`config.mk`:
```
export PLATFORM = sky130hd
export DESIGN_NAME = mep_front_flat
export DESIGN_NICKNAME = d
export VERILOG_FILES = /design/src/rtl/mep_pkg.sv /design/src/rtl/mep_stream_if.sv /design/src/rtl/mep_front.sv /design/src/flat_wrapper.sv
export SDC_FILE = /design/constraint.sdc
export NUM_CORES = 2
export LEC_CHECK = 0
export BUFFER_PORTS_ARGS = -buffer_cell sky130_fd_sc_hd__clkbuf_2
export CAP_MARGIN = 0
export CORE_UTILIZATION = 25
export CTS_CLUSTER_DIAMETER = 80
export DETAILED_ROUTE_END_ITERATION = 8
export PLACE_DENSITY = 0.53
export REMOVE_ABC_BUFFERS = 1
export SLEW_MARGIN = 30
export SYNTH_ARGS = -nofsm -noshare
export SYNTH_HDL_FRONTEND = slang
export SYNTH_SLANG_ARGS = --single-unit
```
`constraint.sdc`:
```
create_clock -name i_clk -period 6.85 [get_ports i_clk]
set_input_delay 1.37 -clock i_clk [delete_from_list [all_inputs] [get_ports i_clk]]
set_output_delay 1.37 -clock i_clk [all_outputs]
set_load 0.03 [all_outputs]
```
`src/rtl/mep_pkg.sv`:
```
// Shared constants, payload types and helper functions of the escape-time pixel block.
// Depends on nothing; every module, interface and testbench file imports it.
package mep_pkg;

    // Fixed-point format of the coordinates: signed Q6.26.
    localparam int COORD_W   = 32;
    localparam int FRAC_W    = COORD_W - 6;
    localparam int PROD_W    = 2 * COORD_W;
    // Width that holds every sum that is saturated back to a coordinate.
    localparam int SAT_W     = PROD_W + 2;

    // Grid and iteration counter widths.
    localparam int GRID_SIZE = 4096;
    localparam int IDX_W     = $clog2(GRID_SIZE);
    localparam int ITER_W    = 10;
    localparam int CNT_W     = ITER_W + 1;

    // Colour arithmetic.
    localparam int            COLOR_W    = 8;
    localparam logic [COLOR_W-1:0] COLOR_FULL = 8'd255;

    // |z|^2 escape threshold: 4.0 at double-width fraction.
    localparam logic [PROD_W-1:0] ESCAPE_LIMIT = PROD_W'(1) << (2 * FRAC_W + 2);

    // Depth of the queue between the front and the back.
    localparam int QUEUE_DEPTH_DEF = 2;

    // Configuration register indexes.
    localparam int             CFG_IDX_W      = 3;
    localparam logic [CFG_IDX_W-1:0] CFG_X_START    = 3'd0;
    localparam logic [CFG_IDX_W-1:0] CFG_Y_START    = 3'd1;
    localparam logic [CFG_IDX_W-1:0] CFG_X_STEP     = 3'd2;
    localparam logic [CFG_IDX_W-1:0] CFG_Y_STEP     = 3'd3;
    localparam logic [CFG_IDX_W-1:0] CFG_MAX_ITER   = 3'd4;
    localparam logic [CFG_IDX_W-1:0] CFG_COLOR_MODE = 3'd5;

    // Reset values of the configuration registers.
    localparam logic signed [COORD_W-1:0] X_START_RST = -32'sd134217728;
    localparam logic signed [COORD_W-1:0] Y_START_RST = -32'sd100663296;
    localparam logic signed [COORD_W-1:0] X_STEP_RST  = 32'sd196608;
    localparam logic signed [COORD_W-1:0] Y_STEP_RST  = 32'sd196608;
    localparam logic [ITER_W-1:0]         MAX_ITER_RST = 10'd255;

    typedef logic signed [COORD_W-1:0] t_coord;
    typedef logic signed [SAT_W-1:0]   t_wide;

    // Input request: one grid pixel.
    typedef struct packed {
        logic [IDX_W-1:0] column;
        logic [IDX_W-1:0] row;
    } t_pix_in;

    // Result request: one coloured pixel.
    typedef struct packed {
        logic [IDX_W-1:0]   pixel_column;
        logic [IDX_W-1:0]   pixel_row;
        logic [CNT_W-1:0]   iterations;
        logic               inside_res;
        logic               draw_pixel;
        logic [COLOR_W-1:0] red;
        logic [COLOR_W-1:0] green;
        logic [COLOR_W-1:0] blue;
    } t_pix_out;

    // Configuration register file as seen by the front and the back.
    typedef struct packed {
        t_coord              x_start;
        t_coord              y_start;
        t_coord              x_step;
        t_coord              y_step;
        logic [ITER_W-1:0]   max_iter;
        logic                color_mode;
    } t_cfg;

    // A classified pixel waiting in the queue: indexes and point c.
    typedef struct packed {
        logic [IDX_W-1:0] column;
        logic [IDX_W-1:0] row;
        t_coord           cx;
        t_coord           cy;
    } t_job;

    // Saturate a wide signed value to the coordinate range.
    function automatic t_coord sat_coord(input t_wide v);
        logic hi_ones;
        logic hi_zeros;
        hi_ones  = &v[SAT_W-1:COORD_W-1];
        hi_zeros = ~|v[SAT_W-1:COORD_W-1];
        if (hi_ones || hi_zeros) begin
            sat_coord = v[COORD_W-1:0];
        end else if (v[SAT_W-1]) begin
            sat_coord = {1'b1, {(COORD_W-1){1'b0}}};
        end else begin
            sat_coord = {1'b0, {(COORD_W-1){1'b1}}};
        end
    endfunction

endpackage

```
`src/rtl/mep_stream_if.sv`:
```
// Valid/ready stream interface that carries one request type per channel.
// Depends on mep_pkg for the default payload type.
interface mep_stream_if import mep_pkg::*; #(
    parameter type t_data = t_pix_in
);
    logic  valid;
    logic  ready;
    t_data data;

    modport source (output valid, output data, input ready);
    modport sink   (input valid, input data, output ready);
endinterface

```
`src/rtl/mep_front.sv`:
```
// Front part: accepts pixel requests and maps the grid indexes to the point c.
// Depends on mep_pkg and mep_stream_if; feeds mep_queue.
module mep_front import mep_pkg::*; (
    input  logic         i_clk,
    input  logic         i_rst_n,
    input  t_cfg         i_cfg,
    mep_stream_if.sink   i_pix,
    input  logic         i_q_full,
    output logic         o_push,
    output t_job         o_job
);
    localparam int PX_W = IDX_W + 1 + COORD_W;

    logic                   r_s1_vld;
    logic [IDX_W-1:0]       r_col;
    logic [IDX_W-1:0]       r_row;
    logic signed [PX_W-1:0] r_px;
    logic signed [PX_W-1:0] r_py;
    logic signed [PX_W-1:0] n_px;
    logic signed [PX_W-1:0] n_py;
    logic                   take;

    // The product stage empties into the queue whenever there is room.
    assign o_push      = r_s1_vld && !i_q_full;
    assign i_pix.ready = !r_s1_vld || !i_q_full;
    assign take        = i_pix.valid && i_pix.ready;

    // Index times step; the index enters as an unsigned value and the product is exact.
    always_comb begin
        n_px = $signed({1'b0, i_pix.data.column}) * i_cfg.x_step;
        n_py = $signed({1'b0, i_pix.data.row}) * i_cfg.y_step;
    end

    always_ff @(posedge i_clk) begin
        if (!i_rst_n) begin
            r_s1_vld <= 1'b0;
        end else if (take) begin
            r_s1_vld <= 1'b1;
        end else if (o_push) begin
            r_s1_vld <= 1'b0;
        end
    end

    always_ff @(posedge i_clk) begin
        if (take) begin
            r_col <= i_pix.data.column;
            r_row <= i_pix.data.row;
            r_px  <= n_px;
            r_py  <= n_py;
        end
    end

    // Add the window origin and saturate to Q6.26.
    always_comb begin
        o_job.column = r_col;
        o_job.row    = r_row;
        o_job.cx     = sat_coord(SAT_W'(r_px) + SAT_W'(i_cfg.x_start));
        o_job.cy     = sat_coord(SAT_W'(r_py) + SAT_W'(i_cfg.y_start));
    end

endmodule

```
`src/flat_wrapper.sv`:
```
// flat-port wrapper written by rule: the top's interface ports become plain ports
module mep_front_flat import mep_pkg::*;
  (i_clk, i_rst_n, i_cfg, i_q_full, o_push, o_job, i_pix_valid, i_pix_data, i_pix_ready);
  mep_stream_if i_pix_i ();
  input  logic i_clk;
  input  logic i_rst_n;
  input  t_cfg i_cfg;
  input  logic i_q_full;
  output logic o_push;
  output t_job o_job;
  input wire logic [$bits(i_pix_i.valid)-1:0] i_pix_valid;
  input wire logic [$bits(i_pix_i.data)-1:0] i_pix_data;
  output wire logic [$bits(i_pix_i.ready)-1:0] i_pix_ready;
  assign i_pix_i.valid = i_pix_valid;
  assign i_pix_i.data = i_pix_data;
  assign i_pix_ready = i_pix_i.ready;
  mep_front u_core (.i_clk(i_clk), .i_rst_n(i_rst_n), .i_cfg(i_cfg), .i_pix(i_pix_i), .i_q_full(i_q_full), .o_push(o_push), .o_job(o_job));
endmodule
```
* After elaboration in Yosys (flattened, before gate mapping)
Cells that the tools add are included. Widths: inputs -> output; s select.
Operators by class: add/subtract/negate cells 2, reduce and logical (&&, ||, !) cells 14, multiplexer cells 6, multipliers 2
Operator list (count):
- $mux 32 | 4
- $add 45x32->46 | 2
- $mul 13x32->45 | 2
- $reduce_and 35->1 | 2
- $reduce_or 35->1 | 2
- $logic_not 1->1 | 4
- $logic_or 1x1->1 | 3
- $logic_and 1x1->1 | 2
- $mux 1 | 2
- $reduce_bool 2->1 | 1
Storage, ports and cells: output and inout port bits 90, word-level logic and storage cells 29, register bits 115, bits of input ports 167

* Logic depth before layout (Yosys ltp)
depth after elaboration 5, depth in mapped cells 25, mapped depth without buffers 23

* Least setup slack after synthesis
Ideal clock, no wire load.
path type input to register, start in i_pix_data[4], end reg u_core.r_py[42], data pin, stages 22, setup time 258 ps, data arrival time 6827 ps, slack -235 ps, buffers on the path 1, data required time 6592 ps, path through clkbuf_1 > nand2_1 > fa_1 > fa_1 > fa_1 > inv_1 > fa_1 > inv_1 > fa_1 > inv_1 > ha_1 > a21o_1 > a31oi_1 > a21oi_1 > or3b_2 > a31o_2 > a41oi_1 > a21oi_1 > nand3_1 > o21ai_0 > o41a_1 > xor2_1
Between the ends: longest elaborated chain between the ends 1
Ends and longest elaborated chain:
- start, declared | line flat_wrapper.sv:12 | input wire logic [$bits(i_pix_i.data)-1:0] i_pix_data;
- $mul 13x32->45 | line mep_front.sv:31 | n_py = $signed({1'b0, i_pix.data.row}) * i_cfg.y_step;
- named net u_core.n_py[42] | line mep_front.sv:20 | logic signed [PX_W-1:0] n_py;
- end signal, assigned | line mep_front.sv:49 | r_py <= n_py;
- end, declared | line mep_front.sv:18 | logic signed [PX_W-1:0] r_py;
The timed path passes the listed nets, and every way through them passes these cells. A chain may end at the register's enable or synchronous reset.

* Final worst setup path
start in i_pix_data[1], end reg u_core.r_py[42], data pin
The elaborated chain is that of the path after synthesis.

==> qor.yml <==
cells_and_area:
  finish.net_count: 5718
  stdcell_area_sq_um: 43000
  drive_gt1_frac: 0.177
  ff_latch_area_sq_um: 3440
  num-fill-cells: 15200
  area.growth.synth_to_final_pct: 20.4
  multi_input_area_sq_um: 28700
  finish.utilization: 0.304
detailed_routing:
  drt_antenna_net_count: 0
  count_of_tritonroute_iterations_in_the_first_routing_pass: 5
  avgViaCountPerCell: 4.38
  first_iter_violations: 1199
  remaining_drc_errors: 0
  routed_wire_length_per_instance_microns: 14.9
  via_count: 28400
  drt_wl_total_mm: 96.4
clock_network:
  clock-root-buffer: "sky130_fd_sc_hd__clkbuf_16"
  clock_insertion_delay_worst_skew_ns: 0.50
  clockBufferDepth: 2
  cts-htree-levels: 4
  post_cts_hold_buffer_count: 0
  clk_transition_reported_paths_ns: 0.06
  cts_tree: "yes"
  cts-buffers-inserted: 17
  tritoncts_num_sinks: 115
timing:
  worst_slew_pin_tran_ns: 0.765
  timing.final.setup_violations: 0
  setup_ws_ns: 0.131
  finalMaxSlewViolations: 0
  max_freq_mhz: 149
  post-route-period-util: 0.981
  layout_min_cycle_time_ns: 6.72
  rsz0062_at_grt: "true"
  worst_hold_slack_ns: 0.529
  skew_ns: 0.0125
  slew_headroom: 0.487
  finalHoldViolations: 0
setup_path:
  reg2reg_depth: 3
  critical_path_peak_fanout: 13
  critPathLaunch: "i_pix_data[1]"
  cp_data_required_time_ns: 7.09
  worstReg2RegStart: "u_core.r_s1_vld"
  worstReg2RegEnd: "u_core.r_py[44]"
  regToRegSetupSlack_ns: 5.03
  timing.critical_path.to_type: "register"
  crit_end: "u_core.r_py[42]"
  critical_path_launch_point_type: "input port"
  critical_path_class: "in -> reg"
  timing.critical_path.arrival_ns: 6.96
yosys:
  postSynthCellCount: 4085
  yosys-top-cells-area: "sky130_fd_sc_hd__fa_1 38%, sky130_fd_sc_hd__ha_1 10%, sky130_fd_sc_hd__edfxtp_1 9.6%"
  synth.avg_cell_area_sq_um: 8.75
  number_of_synthesized_flops_with_an_enable_pin: 114
  synth_sequential_area_ratio: 0.0964
  dominantRegCellSynth: "sky130_fd_sc_hd__edfxtp_1"
  synth_area_leader_cell: "sky130_fd_sc_hd__fa_1"
  yosys.area.top_type_share: 0.380
  yosys_warnings: 0
  async_reset_ff_frac: 0
  synth_cell_types: 71
  synth.cell_area_sq_um: 35700
  yosys_register_bits: 115
die:
  core.rowCount: 138
  die_h_microns: 380
  core_ar_sq_um: 142000
  start_util: 0.252
  die-width_microns: 380
  top_level_ports: 257
  fp.dieArea_sq_um: 144000
placement:
  pre_cts_slack_ns: -0.723
  post_dp_cell_area_sq_um: 41800
  finalWeightedCongestion: 0.867
  place.port_buffers: 245
  place.detailed.hpwl_mm: 85.6
global_routing:
  antenna_found_initial: 3
  pin_count_of_the_biggest_net_entering_global_routing: 52
  first_pass_grt_wire_length_mm: 159
  grt_pass1_vias: 29600
  grt_util_all_layers: 0.136
  global_route.overflow_total: 0
job:
  max_capacitance_violation_total: 0
worst_hold_path:
  kind_of_path_behind_the_tightest_hold_check: "reg -> reg"
run_status:
  status: "complete, no violations"
[through the flow]
| stage | TNS [ns] | std cells |
|---|---|---|
| after floorplan | -0.285 | 3908 |
| final | 0 | 6487 |
| after CTS | 0 | 6480 |
| after detailed placement | -14.34 | 6449 |
| after global routing | -0.149 | 6486 |
| after global placement | -14.89 | 6449 |
[flip-flops by register name (all words and copies together) (netlist names)]
register / count
u_core.r_col: 12
u_core.r_row: 12
u_core.r_px: 45
u_core.r_s1_vld: 1
u_core.r_py: 45
[worst max-delay path: stages]
cell and delay, ns:
sky130_fd_sc_hd__buf_6 0.13, sky130_fd_sc_hd__buf_4 0.15, sky130_fd_sc_hd__buf_6 0.13, sky130_fd_sc_hd__and2_4 0.14, sky130_fd_sc_hd__fa_1 0.53, sky130_fd_sc_hd__inv_1 0.05, sky130_fd_sc_hd__fa_1 0.51, sky130_fd_sc_hd__inv_1 0.05
sky130_fd_sc_hd__ha_1 0.27, sky130_fd_sc_hd__ha_1 0.27, sky130_fd_sc_hd__inv_1 0.05, sky130_fd_sc_hd__fa_1 0.48, sky130_fd_sc_hd__inv_1 0.04, sky130_fd_sc_hd__ha_1 0.28, sky130_fd_sc_hd__nor2b_4 0.13, sky130_fd_sc_hd__o31a_1 0.30
sky130_fd_sc_hd__o311a_1 0.38, sky130_fd_sc_hd__or3b_4 0.43, sky130_fd_sc_hd__a31o_4 0.28, sky130_fd_sc_hd__a41oi_4 0.19, sky130_fd_sc_hd__a21oi_2 0.11, sky130_fd_sc_hd__nand3_1 0.11, sky130_fd_sc_hd__o21ai_2 0.07, sky130_fd_sc_hd__o41a_1 0.38
sky130_fd_sc_hd__xor2_1 0.15
[placed cells by master, fill, tap and decap left out, types with 15 or more instances in the layout]
cell type	n
sky130_fd_sc_hd__o21a_1	27
sky130_fd_sc_hd__o21ai_2	34
sky130_fd_sc_hd__o21bai_1	23
sky130_fd_sc_hd__xnor2_1	98
sky130_fd_sc_hd__buf_4	387
sky130_fd_sc_hd__nand4_1	27
sky130_fd_sc_hd__nand3_1	32
sky130_fd_sc_hd__fa_1	672
sky130_fd_sc_hd__clkbuf_16	17
sky130_fd_sc_hd__o21ai_0	77
sky130_fd_sc_hd__nand2_1	526
sky130_fd_sc_hd__nand2b_1	26
sky130_fd_sc_hd__a21oi_1	164
sky130_fd_sc_hd__ha_1	282
sky130_fd_sc_hd__xor2_1	60
sky130_fd_sc_hd__edfxtp_1	114
sky130_fd_sc_hd__and2_1	347
sky130_fd_sc_hd__nor3_1	47
sky130_fd_sc_hd__a211oi_1	15
sky130_fd_sc_hd__nor2b_1	16
sky130_fd_sc_hd__nor2_1	115
sky130_fd_sc_hd__a21o_1	101
sky130_fd_sc_hd__clkbuf_2	225
sky130_fd_sc_hd__inv_1	879
[layout make-up]
class / instances / share of cell area
clock buffer: 18 / 0.00998
clock inverter: 12 / 0.00329
timing repair buffer: 658 / 0.108
tap: 1890 / 0.0550
inverter: 882 / 0.0770
antenna: 1 / 0.0000582
sequential: 115 / 0.0800
multi-input combinational: 2911 / 0.667
[cell usage after synthesis, types with 18 or more instances]
master                     count
sky130_fd_sc_hd__xnor2_1      99
sky130_fd_sc_hd__a21o_1      101
sky130_fd_sc_hd__nor2_1      115
sky130_fd_sc_hd__nand2b_1     26
sky130_fd_sc_hd__xor2_1       60
sky130_fd_sc_hd__o21ai_2      32
sky130_fd_sc_hd__o21ai_0      87
sky130_fd_sc_hd__edfxtp_1    114
sky130_fd_sc_hd__nand4_1      27
sky130_fd_sc_hd__nor2b_1      18
sky130_fd_sc_hd__fa_1        678
sky130_fd_sc_hd__a21oi_1     175
sky130_fd_sc_hd__and2_1      357
sky130_fd_sc_hd__clkbuf_1    169
sky130_fd_sc_hd__nor3_1       50
sky130_fd_sc_hd__inv_1       882
sky130_fd_sc_hd__nand2_1     527
sky130_fd_sc_hd__nand3_1      33
sky130_fd_sc_hd__o21a_1       27
sky130_fd_sc_hd__a211oi_1     19
sky130_fd_sc_hd__a31oi_1      18
sky130_fd_sc_hd__ha_1        288
sky130_fd_sc_hd__o21bai_1     24
[how the worst min path moves through the flow]
stage,start,cells past startpoint,end,slack (ns)
2_1_floorplan,u_core.r_s1_vld,2,u_core.r_s1_vld,0.49
3_3_place_gp,u_core.r_s1_vld,2,u_core.r_s1_vld,0.50
3_5_place_dp,u_core.r_s1_vld,2,u_core.r_s1_vld,0.52
4_1_cts,u_core.r_s1_vld,2,u_core.r_s1_vld,0.54
5_1_grt,u_core.r_s1_vld,2,u_core.r_s1_vld,0.57
6_report,u_core.r_s1_vld,2,u_core.r_s1_vld,0.53
[repair_timing]
action                     4_1_cts  5_1_grt
setup buffers                    1        6
resized for setup               14      136
pin swaps                        1       59
gates cloned                     0        0
setup endpoints to repair       10       85
[logic make-up (layout without fill, tap and decap cells)]
logic type | after synthesis | after routing | share of synthesized area
simple gates | 1208 | 1208 | 0.165
buf+inv | 1059 | 1570 | 0.113
fa+ha+maj | 966 | 966 | 0.481
compound gates | 574 | 574 | 0.106
xor+xnor | 159 | 159 | 0.0390
flops | 115 | 115 | 0.0964
mux | 4 | 4 | 0.00112
other cells | 0 | 1 | 0
[layer usage]
| layer | GRT usage | wire (microns) | vias to the layer above |
|---|---|---|---|
| met5 | 0 | 26 | - |
| met4 | 0.0252 | 1360 | 4 |
| met3 | 0.0215 | 3820 | 68 |
| met2 | 0.225 | 44700 | 472 |
| met1 | 0.189 | 46500 | 14200 |
| li1 | - | - | 13600 |
Power is not shown: default switching activity piles up to over one toggle a cycle in this logic, so the estimate is an artifact.
