<file path="config.mk">
export PLATFORM = sky130hd
export DESIGN_NAME = mep_queue
export DESIGN_NICKNAME = d
export VERILOG_FILES = /design/src/rtl/mep_pkg.sv /design/src/rtl/mep_queue.sv
export SDC_FILE = /design/constraint.sdc
export NUM_CORES = 1
export LEC_CHECK = 0
export BUFFER_PORTS_ARGS = -buffer_cell sky130_fd_sc_hd__buf_2
export CAP_MARGIN = 10
export CORE_UTILIZATION = 47
export CTS_CLUSTER_DIAMETER = 60
export DETAILED_ROUTE_END_ITERATION = 7
export MAX_ROUTING_LAYER = met4
export PLACE_DENSITY = 0.76
export SLEW_MARGIN = 15
export SYNTH_ARGS = -nofsm -noshare
export SYNTH_HDL_FRONTEND = slang
export SYNTH_SLANG_ARGS = --single-unit
</file>
<file path="constraint.sdc">
create_clock -name i_clk -period 5.1 [get_ports i_clk]
set_input_delay 0.255 -clock i_clk [delete_from_list [all_inputs] [get_ports i_clk]]
set_output_delay 0.255 -clock i_clk [all_outputs]
set_load 0.02 [all_outputs]
</file>
<file path="src/rtl/mep_pkg.sv">
// Shared constants, payload types and helper functions of the escape-time pixel block.
// Depends on nothing; every module, interface and testbench file imports it.
package mep_pkg;

    // Fixed-point format of the coordinates: signed Q6.26.
    localparam int COORD_W   = 32;
    localparam int FRAC_W    = COORD_W - 6;
    localparam int PROD_W    = 2 * COORD_W;
    // Width that holds every sum that is saturated back to a coordinate.
    localparam int SAT_W     = PROD_W + 2;

    // Grid and iteration counter widths.
    localparam int GRID_SIZE = 4096;
    localparam int IDX_W     = $clog2(GRID_SIZE);
    localparam int ITER_W    = 10;
    localparam int CNT_W     = ITER_W + 1;

    // Colour arithmetic.
    localparam int            COLOR_W    = 8;
    localparam logic [COLOR_W-1:0] COLOR_FULL = 8'd255;

    // |z|^2 escape threshold: 4.0 at double-width fraction.
    localparam logic [PROD_W-1:0] ESCAPE_LIMIT = PROD_W'(1) << (2 * FRAC_W + 2);

    // Depth of the queue between the front and the back.
    localparam int QUEUE_DEPTH_DEF = 2;

    // Configuration register indexes.
    localparam int             CFG_IDX_W      = 3;
    localparam logic [CFG_IDX_W-1:0] CFG_X_START    = 3'd0;
    localparam logic [CFG_IDX_W-1:0] CFG_Y_START    = 3'd1;
    localparam logic [CFG_IDX_W-1:0] CFG_X_STEP     = 3'd2;
    localparam logic [CFG_IDX_W-1:0] CFG_Y_STEP     = 3'd3;
    localparam logic [CFG_IDX_W-1:0] CFG_MAX_ITER   = 3'd4;
    localparam logic [CFG_IDX_W-1:0] CFG_COLOR_MODE = 3'd5;

    // Reset values of the configuration registers.
    localparam logic signed [COORD_W-1:0] X_START_RST = -32'sd134217728;
    localparam logic signed [COORD_W-1:0] Y_START_RST = -32'sd100663296;
    localparam logic signed [COORD_W-1:0] X_STEP_RST  = 32'sd196608;
    localparam logic signed [COORD_W-1:0] Y_STEP_RST  = 32'sd196608;
    localparam logic [ITER_W-1:0]         MAX_ITER_RST = 10'd255;

    typedef logic signed [COORD_W-1:0] t_coord;
    typedef logic signed [SAT_W-1:0]   t_wide;

    // Input request: one grid pixel.
    typedef struct packed {
        logic [IDX_W-1:0] column;
        logic [IDX_W-1:0] row;
    } t_pix_in;

    // Result request: one coloured pixel.
    typedef struct packed {
        logic [IDX_W-1:0]   pixel_column;
        logic [IDX_W-1:0]   pixel_row;
        logic [CNT_W-1:0]   iterations;
        logic               inside_res;
        logic               draw_pixel;
        logic [COLOR_W-1:0] red;
        logic [COLOR_W-1:0] green;
        logic [COLOR_W-1:0] blue;
    } t_pix_out;

    // Configuration register file as seen by the front and the back.
    typedef struct packed {
        t_coord              x_start;
        t_coord              y_start;
        t_coord              x_step;
        t_coord              y_step;
        logic [ITER_W-1:0]   max_iter;
        logic                color_mode;
    } t_cfg;

    // A classified pixel waiting in the queue: indexes and point c.
    typedef struct packed {
        logic [IDX_W-1:0] column;
        logic [IDX_W-1:0] row;
        t_coord           cx;
        t_coord           cy;
    } t_job;

    // Saturate a wide signed value to the coordinate range.
    function automatic t_coord sat_coord(input t_wide v);
        logic hi_ones;
        logic hi_zeros;
        hi_ones  = &v[SAT_W-1:COORD_W-1];
        hi_zeros = ~|v[SAT_W-1:COORD_W-1];
        if (hi_ones || hi_zeros) begin
            sat_coord = v[COORD_W-1:0];
        end else if (v[SAT_W-1]) begin
            sat_coord = {1'b1, {(COORD_W-1){1'b0}}};
        end else begin
            sat_coord = {1'b0, {(COORD_W-1){1'b1}}};
        end
    endfunction

endpackage

</file>
<file path="src/rtl/mep_queue.sv">
// Short queue of classified pixels between the front and the back.
// Depends on mep_pkg for the entry type.
module mep_queue import mep_pkg::*; #(
    parameter int DEPTH = QUEUE_DEPTH_DEF
) (
    input  logic i_clk,
    input  logic i_rst_n,
    input  logic i_push,
    input  t_job i_job,
    output logic o_full,
    input  logic i_pop,
    output logic o_avail,
    output t_job o_job
);
    localparam int PTR_W = (DEPTH > 1) ? $clog2(DEPTH) : 1;
    localparam int CNT_QW = $clog2(DEPTH + 1);
    localparam logic [PTR_W-1:0]  LAST = PTR_W'(DEPTH - 1);
    localparam logic [CNT_QW-1:0] FULL = CNT_QW'(DEPTH);

    t_job              r_mem [DEPTH];
    logic [PTR_W-1:0]  r_wr_ptr;
    logic [PTR_W-1:0]  r_rd_ptr;
    logic [CNT_QW-1:0] r_count;

    assign o_full  = (r_count == FULL);
    assign o_avail = (r_count != '0);
    assign o_job   = r_mem[r_rd_ptr];

    // Entry storage.
    always_ff @(posedge i_clk) begin
        if (i_push) begin
            r_mem[r_wr_ptr] <= i_job;
        end
    end

    // Pointers and fill level.
    always_ff @(posedge i_clk) begin
        if (!i_rst_n) begin
            r_wr_ptr <= '0;
            r_rd_ptr <= '0;
            r_count  <= '0;
        end else begin
            if (i_push) begin
                r_wr_ptr <= (r_wr_ptr == LAST) ? '0 : r_wr_ptr + PTR_W'(1);
            end
            if (i_pop) begin
                r_rd_ptr <= (r_rd_ptr == LAST) ? '0 : r_rd_ptr + PTR_W'(1);
            end
            if (i_push && !i_pop) begin
                r_count <= r_count + CNT_QW'(1);
            end else if (i_pop && !i_push) begin
                r_count <= r_count - CNT_QW'(1);
            end
        end
    end

endmodule

</file>
Word level (Yosys, flattened, before mapping)
Memories as Yosys holds them, arrays and structs flattened. A register that Yosys moved wholly into a read port is not among the register bits.
Index checks and enable logic that the tools add are counted.

storage, ports and cells
  register bits = 4
  bits in latches = 0
  bits in writable memories = 176
  memory bits (read-only) = 0
  input bits = 92
  output and inout bits = 90
  logic and storage cells = 23
  memories = 1

cells by class
  add/subtract/negate cells = 4
  $mul = 0
  divide/modulo/power cells = 0
  magnitude comparators = 0
  equality and inequality tests = 1
  shift operators = 0
  muxes and demuxes = 8
  bitwise gates (word level) = 0
  reduce and logical (&&, ||, !) cells = 6

memories
  memory  depth  bits a word  read ports  clocked after Yosys merged registers in  wr ports  RTL line         text
  r_mem   2      88           1           1                                        1         mep_queue.sv:20  t_job r_mem [DEPTH];

operator list
  cell                                              number
  2-to-1 mux 1 bit                                  6
  2-to-1 mux 2 bit                                  2
  nonzero test 2 bit                                2
  adder 1 bit, second input constant                2
  adder 2 x 1 -> 2 bit, second input constant       1
  == test 2 bit, second input constant              1
  logical AND 1 bit                                 2
  zero test 1 bit                                   2
  subtractor 2 x 1 -> 2 bit, second input constant  1

Logic depth before layout (Yosys ltp)
Gate-level depths: netlist of the first run.

  depth in word-level cells = 4
  mapped depth = 5
  gate-level depth less buffers = 5

Worst setup path before layout of the first run
No wires, ideal clock.

  kind = register to register
  from = register r_wr_ptr
  to = memory r_mem[0][0] (netlist name), enable pin
  library setup time = 546 ps
  data arrival time = 4221 ps
  required time = 4554 ps
  setup slack = 333 ps
  stages on the path, launching flop included = 2
  buffers on the path = 0
  clock period less this slack = 4767 ps
  path through = dfxtp_1 > nor2b_1

RTL lines
  element                 RTL line         text
  from (decl)             mep_queue.sv:21  logic [PTR_W-1:0] r_wr_ptr;
  from (signal assigned)  mep_queue.sv:44  r_wr_ptr <= (r_wr_ptr == LAST) ? '0 : r_wr_ptr + PTR_W'(1);
  to (decl)               mep_queue.sv:20

No word-level cell before the write port.

==> summary.md, run 1 <==
| Metric | Value |
|---|---|
| Outcome | completed |
| Die ar. | 14620 sq um |
| Slowest cell on the critical path | dfxtp_4 |
| Ranking of synthesized cells by area | edfxtp_1 (80%), mux2_2 (12%), mux2_4 (4.5%) |
| Fin cells | 700 |
| Power Density | 400.2 nW/um^2 |
| Flops & latches, synth | 181 |
| Sequential-to-total area share from yosys stat | 0.8104 |
| Root buf cell | clkbuf_16 |
| Area leader, netlist | edfxtp_1 |
| Ys async rst share | 0 |
| Maximum vdd drop | 0.2554 mV |
| All-Layer GR Usage | 0.1631 |
| First-pass GRT wire length | 16840 microns |
| Ant diodes | 0 |
| Initial Utilization | 0.4806 |
| CP delay by family, top | buffers and inverters |
| Buf/Inv on CP | 2 |
| Detail Placement HPWL | 7285 microns |
| Setup TNS | 0 ps |
| Total vias in the final route | 3404 |
| Post-Syn Area | 6645 sq um |
| Synth warn | 0 |
| Worst-path fanout max | 45 |
| Area Growth Syn to Fin | 27.81% |
| Syn Nets | 389 |
| Slowest stage delay, CP | 730 ps |
| Initial antenna violation count | 0 |
| Pin count of the biggest net entering global routing | 48 |
| Highest clock rate | 371.4 MHz |
| Nets@finish | 600 |
| Top_reg_cell synth | edfxtp_1 |
| Placed insts | 651 |
| Worst skew pair latency | 420 ps |
| Horiz. Die Dim | 120.9 microns |
| Static Leakage | 3.252 nW |
| Fin util | 0.6142 |
| Grt ovf | 0 |
| Clock transition at path regs | 60 ps |
| DRT antenna net count | 0 |
| Worst-path cell chain | buf_4 -> mux2_2 -> buf_2 |
| Hold Slack | 23.23 ps |
| Setup ws final | 2408 ps |
| Critical Path AT | 2440 ps |
| Vias in the first global route | 3511 |
| Final hold vios | 0 |
| Number of flops mapped to enable cells by yosys | 176 |
| Max cap viols | 0 |
| Setup crit end kind | output pin |
| Fillers | 1012 |
| RSZ-0062 raised after global routing | no |
| Min cycle time layout | 2692 ps |
| Maximum root-to-sink buffer count | 2 |
| Least-Margin Pin Slew | 655.8 ps |
| HP Class | in2reg |
| Synth Instances | 296 |
| DR vias/cell | 4.863 |
| Buffers on Ports | 181 |
| Power Total | 3.399 mW |
| Crit path launch type | flip-flop |
| Multi-input gate area | 1191 sq um |
| Post-place setup slack | 2804 ps |
| Final instance area | 8493 sq um |
| Synth top area share | 0.7953 |
| Period Utilization, post-route | 0.5279 |
| # Post-CTS Setup Buffers | 0 |
| CTS Buf Count | 17 |
| Placed cell area | 7745 sq um |
| Drt drc | 0 |
| Normalized max-slew margin | 0.5628 |
| DIE HEIGHT | 120.9 microns |
| First-pass DRT Iterations | 5 |
| Seq. cell area | 5389 sq um |
| Endpoints failing setup | 0 |
| CTS tree | built |
| Initial drt markers | 185 |
| IO Pins | 182 |
| DR WL/cell | 16.08 microns |
| Number of cell rows | 43 |
| Clock sinks | 181 |
| Ratio of cells with drive above 1 in the final layout | 0.5923 |
| Core area | 13830 sq um |
| H-tree depth | 4 |
| Clock Skews | 3.874 ps |
| CP Class | reg2out |
| Syn Area/Cell | 22.45 sq um |
| Slew Limit Fails | 0 |
| Synth cell types | 17 |
| Final RePlAce weighted congestion | 0.6819 |
| Critical Path RT | 4850 ps |
| Total Wirelength | 11250 microns |
-- repair_timing --
item | in CTS | in global routing
resized for setup | 0 | 0
hold endpoints to repair | 25 | 8
hold buffers | 13 | 4
-- kinds of logic (layout without fill, tap and decap cells) --
| logic type | count (synthesis) | in the layout | synth area share |
|---|---|---|---|
| XOR/XNOR | 3 | 3 | 0.003955 |
| buffers and inverters | 11 | 235 | 0.01186 |
| AO/OA/AOI/OAI | 3 | 3 | 0.003013 |
| flip-flops | 181 | 181 | 0.8104 |
| AND/OR/NAND/NOR | 9 | 9 | 0.008474 |
| multiplexers | 88 | 88 | 0.1604 |
| adder cells (fa/ha/maj) | 1 | 1 | 0.001883 |
-- Yosys cell counts, drive strengths merged (2+ instances only) --
| cell type | count |
|---|---|
| and2 | 4 |
| edfxtp | 176 |
| buf | 10 |
| xor2 | 2 |
| nor2b | 3 |
| mux2 | 88 |
| dfxtp | 5 |
-- flip-flops by register name (all words and copies together) (netlist names), named ones only --
register  cells
r_rd_ptr      1
r_wr_ptr      1
r_mem       176
r_count       2
-- cell usage in the layout, fill, tap and decap left out, drive strengths merged, types with 2 or more instances in the layout --
| cell | count |
|---|---|
| and2 | 4 |
| buf | 185 |
| bufinv | 2 |
| clkbuf | 17 |
| clkinv | 8 |
| dfxtp | 5 |
| dlygate4sd3 | 17 |
| edfxtp | 176 |
| inv | 5 |
| mux2 | 88 |
| nor2b | 3 |
| xor2 | 2 |
-- where the power goes --
| group | internal, mW | switching [mW] | total (mW) |
|---|---|---|---|
| sequential | 1.72 | 0.0330 | 1.75 |
| clock | 0.724 | 0.534 | 1.26 |
| combinational | 0.175 | 0.215 | 0.389 |
| total | 2.62 | 0.782 | 3.40 |
-- path summary, 6_finish.rpt --
path | from | end | slack (ps) | cells past startpoint
min | i_job[33] | r_mem[1][33] | 20 | 1
min reg2reg | r_count[1] | r_count[1] | 510 | 2
max | flip-flop | o_job[80] | 2410 | 3
max reg2reg | r_wr_ptr | r_mem[1][82] | 3110 | 2
-- worst reg2reg max path: cells and delay by family, from the launching register on --
kind,cells,cell delay [ps]
AND/OR/NAND/NOR,1,580
buffers and inverters,1,620
flip-flops,1,390
-- routing by layer --
metal | global-route usage | share of wire | wire length [microns]
met1 | 0.1823 | 0.39 | 4431
met2 | 0.2650 | 0.52 | 5862
met3 | 0.06250 | 0.074 | 830
met4 | 0.06250 | 0.011 | 128
met5 | - | 0 | 0
-- final cells by class --
type,count,area share
clock buffers,17,0.05009
clock inverters,15,0.01797
inverters,1,0.0004420
multi-input cells,104,0.1402
flip-flops and latches,181,0.6345
well taps,180,0.02652
repair buffers,202,0.1302
Power figures use the tool's default switching activity.
==> run 2, diff against run 1 <==
--- a/config.mk
+++ b/config.mk
@@ -5,13 +5,14 @@
 export SDC_FILE = /design/constraint.sdc
 export NUM_CORES = 1
 export LEC_CHECK = 0
+export ABC_AREA = 1
 export BUFFER_PORTS_ARGS = -buffer_cell sky130_fd_sc_hd__buf_2
 export CAP_MARGIN = 10
-export CORE_UTILIZATION = 47
+export CORE_UTILIZATION = 52
 export CTS_CLUSTER_DIAMETER = 60
 export DETAILED_ROUTE_END_ITERATION = 7
 export MAX_ROUTING_LAYER = met4
-export PLACE_DENSITY = 0.76
+export PLACE_DENSITY = 0.79
 export SLEW_MARGIN = 15
 export SYNTH_ARGS = -nofsm -noshare
 export SYNTH_HDL_FRONTEND = slang
==> constraint.sdc (replaced) <==
create_clock -name i_clk -period 2.65 [get_ports i_clk]
set_input_delay 0.1325 -clock i_clk [delete_from_list [all_inputs] [get_ports i_clk]]
set_output_delay 0.1325 -clock i_clk [all_outputs]
set_load 0.02 [all_outputs]
==> run 2 against run 1 <==
Sequential power is 93% higher. Synthesized cell count is 4.4% higher. Critical path depth stayed put. Power is 91% higher. Register-to-register slack worse by 2100 ps. Clock skew is 2.1 ps higher. Hold slack better by 110 ps. Core utilization is 14 points higher. Area after synthesis is 0.13% higher. First-iteration DRC count is 2.2% higher. Critical path type unchanged. Highest routed layer unchanged.
==> summary.md, run 2 <==
| Metric | Value |
|---|---|
| Area Growth Syn to Fin | 39.28% |
| Clock transition at path regs | 60 ps (about the same) |
| IO Pins | 182 (unchanged) |
| Setup TNS | 0 ps (unchanged) |
| DR WL/cell | 16.89 microns (+5.0%) |
| Ratio of cells with drive above 1 in the final layout | 0.5033 (-0.08903) |
| Maximum vdd drop | 0.5749 mV (+130%) |
| Power Density | 700.8 nW/um^2 (+75%) |
| Synth Instances | 309 (+4.4%) |
| Endpoints failing setup | 0 (unchanged) |
| All-Layer GR Usage | 0.2138 (+0.05072) |
| Total Wirelength | 13140 microns (+17%) |
| Number of cell rows | 40 (-7.0%) |
| Synth warn | 0 (unchanged) |
| Met2 routed WL | 6864 microns (+17%) |
| Metal-1 WL | 5246 microns (+18%) |
| Pin count of the biggest net entering global routing | 44 (-8.3%) |
| Grt ovf | 0 (unchanged) |
| Syn Area/Cell | 21.53 sq um (-4.1%) |
| Slowest cell on the critical path | dfxtp_4 |
| Min cycle time layout | 2118 ps |
| Setup crit end kind | output pin |
| Sequential-to-total area share from yosys stat | 0.8093 (-0.001067) |
| Clock Skews | 5.945 ps (+2.071 ps) |
| DR top layer | met4 |
| Final hold vios | 0 (unchanged) |
| Ys async rst share | 0 (unchanged) |
| Syn Nets | 402 (+3.3%) |
| Ant diodes | 0 (unchanged) |
| Max FFs per register | 176 (unchanged) |
| Seq. cell area | 5389 sq um (unchanged) |
| Vias in the first global route | 4123 (+17%) |
| Post-place setup slack | 954.0 ps (-1849 ps) |
| First-pass DRT Iterations | 4 (-1) |
| DR vias/cell | 4.850 (-0.27%) |
| CTS Buf Count | 17 (unchanged) |
| Worst skew pair latency | 420 ps (about the same) |
| Crit path launch type | flip-flop |
| Nets@finish | 692 (+15%) |
| Post-Syn Area | 6654 sq um (+0.13%) |
| Initial antenna violation count | 0 (unchanged) |
| Final RePlAce weighted congestion | 0.6954 (+2.0%) |
| Highest clock rate | 472.2 MHz |
| Core area | 12260 sq um (-11%) |
| Root buf cell | clkbuf_16 |
| Buf/Inv on CP | 2 (unchanged) |
| Synth cell types | 14 (-3) |
| Worst-path fanout max | 37 (-18%) |
| CP Class | reg2out |
| Most frequent cells in the layout | buf_2 (181), edfxtp_1 (176), dlygate4sd3_1 (91) |
| First-pass GRT wire length | 19640 microns (+17%) |
| Drt drc | 0 (unchanged) |
| Total vias in the final route | 3773 (+11%) |
| Number of flops mapped to enable cells by yosys | 176 (unchanged) |
| Fin cells | 778 (+11%) |
| Period Utilization, post-route | 0.7992 |
| Synth top area share | 0.7943 (-0.001047) |
| CP delay by family, top | flip-flops |
| Multi-input gate area | 1171 sq um (-1.7%) |
| Die ar. | 13250 sq um (-9.3%) |
| Worst-path cell chain | buf_12 -> mux2_2 -> buf_2 |
| H-tree depth | 4 (unchanged) |
| Post-synth top cells | edfxtp_1 (176), mux2_2 (68), mux2_4 (20) |
| Horiz. Die Dim | 115.1 microns (-4.8%) |
| Commonest non-fill, non-tap cell in the layout | buf_2 |
| Max cap viols | 0 (unchanged) |
| Flops & latches, synth | 181 (unchanged) |
| Static Leakage | 3.609 nW (+11%) |
| HP Class | in2reg |
| Placed insts | 657 (+0.92%) |
| Area leader, netlist | edfxtp_1 |
| CTS tree | built |
| Initial Utilization | 0.5427 (+0.06206) |
| Met3 routed WL | 744 microns (-10%) |
| Critical Path AT | 1990 ps (-450 ps) |
| Maximum root-to-sink buffer count | 2 (unchanged) |
| DRT antenna net count | 0 (unchanged) |
| Top flop regs | r_mem (176), r_count (2) |
| Ranking of synthesized cells by area | edfxtp_1 (79%), mux2_2 (12%), mux2_4 (4.5%) |
| Critical Path RT | 2520 ps (-2330 ps) |
| Initial drt markers | 189 (+2.2%) |
| Fillers | 687 (-32%) |
| DIE HEIGHT | 115.1 microns (-4.8%) |
| Detail Placement HPWL | 7652 microns (+5.0%) |
| Normalized max-slew margin | 0.5539 (-0.008882) |
| Slew Limit Fails | 0 (unchanged) |
| Setup ws final | 532.1 ps (-1876 ps) |
| Buffers on Ports | 181 (unchanged) |
| Top_reg_cell synth | edfxtp_1 |
| Slowest stage delay, CP | 740 ps (about the same) |
| Count leader, synth | edfxtp_1 |
| RSZ-0062 raised after global routing | no |
| Clock sinks | 181 (unchanged) |
| Top reg by flops | r_mem |
| Least-Margin Pin Slew | 668.4 ps (+12.55 ps) |
| Outcome | completed |
-- run 2: cell types whose count changed in the layout (fill, tap and decap cells not counted), moves of 3 or more --
cell	delta
nor2_1	+7
inv_1	+6
inv_6	-4
dlygate4sd3_1	+74
and2_1	-3
buf_12	+3
nand2_1	+9
-- run 2: timing repair --
action | in CTS | in global routing
resized for setup | 0 | 0
endpoints found under the hold margin | 180 | 0
setup buffers | 0 | 0
hold buffers | 91 | 0
-- run 2: logic make-up after synthesis --
| family | after synthesis | synth area share |
|---|---|---|
| adder cells (fa/ha/maj) | 1 | 0.001880 |
| AO/OA/AOI/OAI | 2 | 0.001503 |
| buffers and inverters | 18 | 0.01580 |
| multiplexers | 88 | 0.1602 |
| AND/OR/NAND/NOR | 19 | 0.01128 |
| flip-flops | 181 | 0.8093 |
-- run 2: cell type report --
| cell class | instances | share of cell area |
|---|---|---|
| multi-input cells | 110 | 0.1264 |
| well taps | 168 | 0.02268 |
| inverters | 8 | 0.003375 |
| flip-flops and latches | 181 | 0.5815 |
| repair buffers | 281 | 0.2074 |
| clock inverters | 12 | 0.01242 |
| clock buffers | 18 | 0.04631 |
-- run 2: per-stage QoR --
stage	power (mW)	utilization	hold slack, ps	cell area [sq um]
floorplan	3.847	-	231.4	6661
detailed placement	4.113	0.6371	323.2	7812
finish	6.495	0.7558	134.1	9268
CTS	6.518	0.7558	104.2	9268
global route	6.698	0.7558	129.9	9268
global placement	4.087	0.6371	319.1	7812
-- run 2: power by group --
part	internal, mW	total [mW]	switching (mW)
combinational	0.378	0.796	0.418
sequential	3.31	3.37	0.0585
clock	1.36	2.33	0.968
-- run 2: path summary, 6_finish.rpt --
check	from	end	slack [ps]	cells past startpoint
max	flip-flop	o_job[7]	530	3
min	i_push	r_count[0]	130	3
max reg2reg	r_wr_ptr	r_mem[1][27]	1000	3
min reg2reg	r_rd_ptr	flip-flop	510	2
-- run 2: routing by layer --
metal	global-route usage	vias to the layer above
met3	0.05588	27
li1	-	1787
met4	0.1039	0
met1	0.2244	1812
met5	-	-
met2	0.3735	147
-- run 2: worst min-delay path, delay by kind of cell --
family,cells,cell delay [ps]
adders and majority gates,1,180
buffers and inverters,1,120
AOI/OAI and AO/OA,1,70
